## src/rtl/core/ikc_pkg.sv

```systemverilog
`default_nettype none

package ikc_pkg;

  localparam int MAX_WIDTH   = 1024;
  localparam int KMAX        = 5;
  localparam int PIXEL_BITS  = 16;
  localparam int COEF_BITS   = 16;
  localparam int VALUE_BITS  = 32;
  localparam int MAX_HEIGHT  = 4096;
  localparam int MAX_RESULTS = 9;

  // input command codes
  localparam logic CMD_COEF  = 1'b0;
  localparam logic CMD_PIXEL = 1'b1;

  typedef enum logic [2:0] {
    CFG_IMAGE_WIDTH  = 3'd0,
    CFG_IMAGE_HEIGHT = 3'd1,
    CFG_KERNEL_COLS  = 3'd2,
    CFG_KERNEL_ROWS  = 3'd3,
    CFG_FRAC_SHIFT   = 3'd4
  } cfg_reg_e;

  typedef enum logic [2:0] {
    ST_IDLE,
    ST_PREP,
    ST_TAP,
    ST_DRAIN,
    ST_EMIT
  } state_e;

  typedef struct packed {
    logic                        command;
    logic [4:0]                  coef_index;
    logic signed [COEF_BITS-1:0] coef_value;
    logic signed [PIXEL_BITS-1:0] pixel;
  } in_word_t;

  typedef struct packed {
    logic signed [VALUE_BITS-1:0] value;
    logic [9:0]                   out_col;
    logic [11:0]                  out_row;
    logic                         last;
    logic                         image_done;
    logic                         bad_kernel;
  } out_word_t;

  typedef struct packed {
    logic take;
    logic prep;
    logic tap;
    logic emit;
  } ctrl_cmd_t;

  typedef struct packed {
    logic is_pixel;
    logic bad;
    logic skip;
    logic tap_last;
    logic pipe_busy;
    logic out_free;
    logic res_done;
  } ctrl_status_t;

endpackage

`default_nettype wire

```

## src/rtl/core/ikc_ctrl.sv

```systemverilog
`default_nettype none

module ikc_ctrl (
  input  wire logic                  clk_i,
  input  wire logic                  rst_ni,
  input  wire logic                  in_valid_i,
  output logic                       in_ready_o,
  input  wire ikc_pkg::ctrl_status_t st_i,
  output ikc_pkg::ctrl_cmd_t         cmd_o
);

  ikc_pkg::state_e state_q, state_d;

  always_ff @(posedge clk_i or negedge rst_ni) begin
    if (!rst_ni) begin
      state_q <= ikc_pkg::ST_IDLE;
    end else begin
      state_q <= state_d;
    end
  end

  always_comb begin
    state_d    = state_q;
    cmd_o      = '0;
    in_ready_o = 1'b0;
    unique case (state_q)
      ikc_pkg::ST_IDLE: begin
        in_ready_o = 1'b1;
        if (in_valid_i) begin
          cmd_o.take = 1'b1;
          state_d    = ikc_pkg::ST_PREP;
        end
      end
      ikc_pkg::ST_PREP: begin
        cmd_o.prep = 1'b1;
        priority if (!st_i.is_pixel) state_d = ikc_pkg::ST_IDLE;
        else if (st_i.bad)           state_d = ikc_pkg::ST_EMIT;
        else if (st_i.skip)          state_d = ikc_pkg::ST_IDLE;
        else                         state_d = ikc_pkg::ST_TAP;
      end
      ikc_pkg::ST_TAP: begin
        cmd_o.tap = 1'b1;
        if (st_i.tap_last) state_d = ikc_pkg::ST_DRAIN;
      end
      ikc_pkg::ST_DRAIN: begin
        if (!st_i.pipe_busy) state_d = ikc_pkg::ST_EMIT;
      end
      ikc_pkg::ST_EMIT: begin
        if (st_i.out_free) begin
          cmd_o.emit = 1'b1;
          state_d    = st_i.res_done ? ikc_pkg::ST_IDLE : ikc_pkg::ST_TAP;
        end
      end
      default: state_d = ikc_pkg::ST_IDLE;
    endcase
  end

  a_take_to_prep: assert property (@(posedge clk_i) disable iff (!rst_ni)
    in_valid_i && in_ready_o |=> state_q == ikc_pkg::ST_PREP)
    else $error("accepted word did not move to prep");

  a_drain_holds: assert property (@(posedge clk_i) disable iff (!rst_ni)
    state_q == ikc_pkg::ST_DRAIN && st_i.pipe_busy |=> state_q == ikc_pkg::ST_DRAIN)
    else $error("drain left with products in flight");

endmodule

`default_nettype wire

```

## config.mk

```make
export PLATFORM = sky130hd
export DESIGN_NAME = ikc_ctrl
export DESIGN_NICKNAME = d
export VERILOG_FILES = /design/src/rtl/core/ikc_pkg.sv /design/src/rtl/core/ikc_ctrl.sv
export SDC_FILE = /design/constraint.sdc
export NUM_CORES = 1
export LEC_CHECK = 0
export ABC_AREA = 1
export BUFFER_PORTS_ARGS = -buffer_cell sky130_fd_sc_hd__buf_4
export CORE_AREA = 2 2 39 41
export DETAILED_ROUTE_END_ITERATION = 8
export DIE_AREA = 0 0 41 43
export GPL_TIMING_DRIVEN = 0
export PLACE_DENSITY = 0.46
export SYNTH_ARGS = -nofsm -noshare
export SYNTH_HDL_FRONTEND = slang
export SYNTH_SLANG_ARGS = --single-unit
```

## constraint.sdc

```tcl
create_clock -name clk_i -period 1.15 [get_ports clk_i]
set_clock_uncertainty 0.05 [all_clocks]
set_input_delay 0.23 -clock clk_i [delete_from_list [all_inputs] [get_ports clk_i]]
set_output_delay 0.23 -clock clk_i [all_outputs]
set_load 0.1 [all_outputs]
```

== Yosys cells after proc, flatten, opt, wreduce, memory -nomap -nowiden ==
Index checks and enable logic that the tools add are counted.

* Flip-flop bits (word level): 3
* Bits in latches: 0
* RAM bits: 0
* Memory bits (read-only): 0
* Input bits: 10
* Output and inout port bits: 5
* Word-level logic and storage cells: 27
* Memories kept: 0

* Add/sub/neg operators: 0
* $mul: 0
* Div/mod/pow operators: 0
* Magnitude comparators: 0
* Eq/ne operators: 8
* Shift-type cells: 0
* Multiplexer cells: 16
* Bitwise logic cells: 0
* Reduce and logical (&&, ||, !) cells: 2

{| class="wikitable"
|+ Operators with widths
! cell !! count
|-
| $mux 3 || 6
|-
| $pmux 3 s5 || 1
|-
| $ne 2x2->1 const B || 4
|-
| $mux 1 || 7
|-
| $eq 3x2->1 const B || 2
|-
| $mux 2 || 2
|-
| $reduce_and 4->1 || 1
|-
| $eq 3x1->1 const B || 1
|-
| $eq 3x3->1 const B || 1
|-
| $logic_not 3->1 || 1
|}

== Longest topological paths before layout ==
* Depth after elaboration: 4
* Gate-level depth with buffers: 7
* Mapped depth without buffers: 7

== Worst setup path before layout ==
OpenSTA, ideal clock, no wires.

* Path type: reg2out
* Start point: register state_q[1]
* End point: output port cmd_o[0] (netlist bit)
* Data arrival time: 3353 ps
* Required time: 870 ps
* Slack: -2483 ps
* Stages on the path, launching flop included: 2
* Path buffers: 0
* Cell sequence: dfrtp_1 -> nor4_1

{| class="wikitable"
|+ RTL lines
! what !! line !! source
|-
| start: declaration || ikc_ctrl.sv:12 || <nowiki>ikc_pkg::state_e state_q, state_d;</nowiki>
|-
| start signal: assignment || ikc_ctrl.sv:16 || <nowiki>state_q <= ikc_pkg::ST_IDLE;</nowiki>
|-
| start signal: assignment || ikc_ctrl.sv:18 || <nowiki>state_q <= state_d;</nowiki>
|-
| end: declaration || ikc_ctrl.sv:9 || <nowiki>output ikc_pkg::ctrl_cmd_t cmd_o</nowiki>
|}

==> flow_summary.toml <==
[run_status]
status = "finished with violations"
violations = "setup timing"

[timing]
rsz0062_at_grt = "true"
setup_slack_ns = -0.3740
hold_viol = 0
finalCriticalPeriod_ns = 1.524
post-route-period-util_pct = 132.5
max_freq_mhz = 656.2
final_max_slew_viol_count = 0
slew_headroom_pct = 86.24
setup_viol = 8
tightest_slew_ns = 0.2049

[worst_setup_path]
reg2reg_depth = 8
critPathMaxStageDelay_ns = 0.46
reg2reg_setup_slack_ns = -0.17
path_cells = "nor4_4 > buf_6"
crit_arrival_ns = 1.24
critical-path-slowest-cell = "dfrtp_2"
r2r-start = "state_q[0]$_DFFE_PN0P_"
end_kind = "output port"
start_kind = "flop"
reg2reg_to = "state_q[0]$_DFFE_PN0P_"
crit_type = "reg2out"
critPathMaxFanout = 5
required_ns = 0.87

[floorplanning]
rows = 14
die_w_um = 41
die_y_um = 43
boundaryPins = 15
dieArea_mm2 = 0.001763
coreArea_mm2 = 0.001384
initial_core_util_pct = 17.54

[grt]
grt_max_degree = 6
grt_first_pass_wirelength_um = 1207
grt_pass1_vias = 328
antenna_found_initial = 0
grt_overflow = 0
grt_util_all_layers_pct = 10.37

[clock_network]
clockRootBuffer = "clkbuf_4"
htreeDepth = 1
cts_sinks = 3
path_clk_slew_ns = 0.04
numCtsBuffers = 3
clockBufferDepth = 2
cts_tree = "done"
insertion_delay_ns = 0.23

[flow_run]
maxCapViolCount = 0

[min_path]
hold_path_class = "in2async"

[finish]
top_register = "state_q"
top_regs = "state_q (3)"
drive_gt1_share_pct = 59.42
fin_util_pct = 42.95
n_fill_cell = 142
instances_no_fill = 85
fin_nets = 80
area_growth_pct = 144.8
insertedDiodeCount = 0
largest_reg_flops = 3

[placed_design]
dp_cells = 73
preCtsSetupSlack_ns = -0.3063
hpwl_um = 542
routabilityCongestion = 0.6851
io_buffer_count = 14

[synth]
synth_warnings = 0
synth_top_area_share_pct = 30.93
syn_inst = 43
synthTopCellsByArea = "dfrtp_1 (31%), nand2_1 (23%), inv_1 (15%), nor2_1 (9.3%), nand3_1 (8.2%)"
async_flop_share_pct = 100.0
ys.flop_type = "dfrtp_1"
ys_seq_elements = 3
syn-num-nets = 53
synthTopCellsByCount = "nand2_1 (15), inv_1 (10), nor2_1 (6), nand3_1 (4), dfrtp_1 (3)"
synth.distinct_cells = 9
yosysMostFrequentCell = "nand2_1"
synth_edf_count = 0
yosysSeqAreaShare_pct = 30.93
syn_avg_cell_area_um2 = 5.645
syn-cell-area_um2 = 242.7
synth_area_leader_cell = "dfrtp_1"

[drt]
first_iter_violations = 1
totalWireLength_um = 714
ant_nets = 0
avgViaCountPerCell = 3.941
drt_first_pass_iters = 2
wl_per_cell_um = 8.400
drc_errors = 0
via_count = 335
-- area by class of cell --
type,count,area (um^2),share of cell area (%)
clock buffer,4,26.28,4.421
multi-input combinational,30,192.7,32.42
inverter,10,45.04,7.579
sequential,3,77.57,13.05
tap,16,20.02,3.368
timing repair buffer,22,232.7,39.16
-- per-stage QoR --
step,TNS [ns],cell area [um^2],hold WS [ns]
floorplan,-1.961,290.3,-0.1156
global placement,-1.281,415.4,-0.02880
detailed placement,-1.303,415.4,-0.02854
CTS,-2.006,584.3,0.2686
global route,-2.619,594.3,0.2886
finish,-2.054,594.3,0.2756
-- timing repair --
item,in CTS,in global routing
resized for setup,22,1
endpoints found under the setup margin,8,8
hold endpoints to repair,3,0
pin swaps,6,1
buffers inserted,6,1
hold buffers,1,0
-- placed cells by master, fill, tap and decap left out --
master and instances:
dfrtp_2 2, nor2_2 1, nand2_1 9, dfrtp_1 1, dlygate4sd3_1 1, inv_2 1
buf_12 4, nand3b_1 1, nand3_1 4, nand2_4 1, nor2_4 4, buf_4 13
nand2_2 5, a21oi_1 1, clkinvlp_4 2, buf_6 4, nor4_4 1, clkbuf_1 1
inv_1 7, nor2_1 3, clkbuf_4 3
-- logic make-up (layout without fill, tap and decap cells) --
family / Yosys count / in the layout / share of synthesized area (%)
AOI/OAI and AO/OA: 1 / 1 / 2.060
and+or+nand+nor: 29 / 29 / 51.55
buffers and inverters: 10 / 36 / 15.47
DFF: 3 / 3 / 30.93
-- worst max-delay path by stage --
stage	from	to	cells after the start
3_5_place_dp	state_q[1]$_DFFE_PN0P_	cmd_o[3]	4
3_3_place_gp	state_q[1]$_DFFE_PN0P_	cmd_o[3]	4
6_report	state_q[0]$_DFFE_PN0P_	cmd_o[0]	2
2_1_floorplan	state_q[0]$_DFFE_PN0P_	cmd_o[0]	1
4_1_cts	state_q[0]$_DFFE_PN0P_	cmd_o[0]	2
5_1_grt	state_q[2]$_DFFE_PN0P_	cmd_o[0]	3
-- critical path, delay by kind of cell (launching register included) --
family / cells / cell delay, ns
simple gates: 1 / 0.30
flops: 1 / 0.46
buf+inv: 1 / 0.26
-- routing by layer --
layer / routed length, um / part of all wire, % / track usage (%) / vias to the layer above
met5: 0 / 0 / 0 / -
met4: 0 / 0 / 8.000 / 0
met3: 36 / 5.0 / 3.141 / 0
met2: 376 / 53 / 16.25 / 10
met1: 300 / 42 / 10.71 / 145
li1: - / - / - / 180
Power is left out: the tool's default activity adds up to more than one toggle a clock period on the data nets, which glitch-free logic cannot reach.
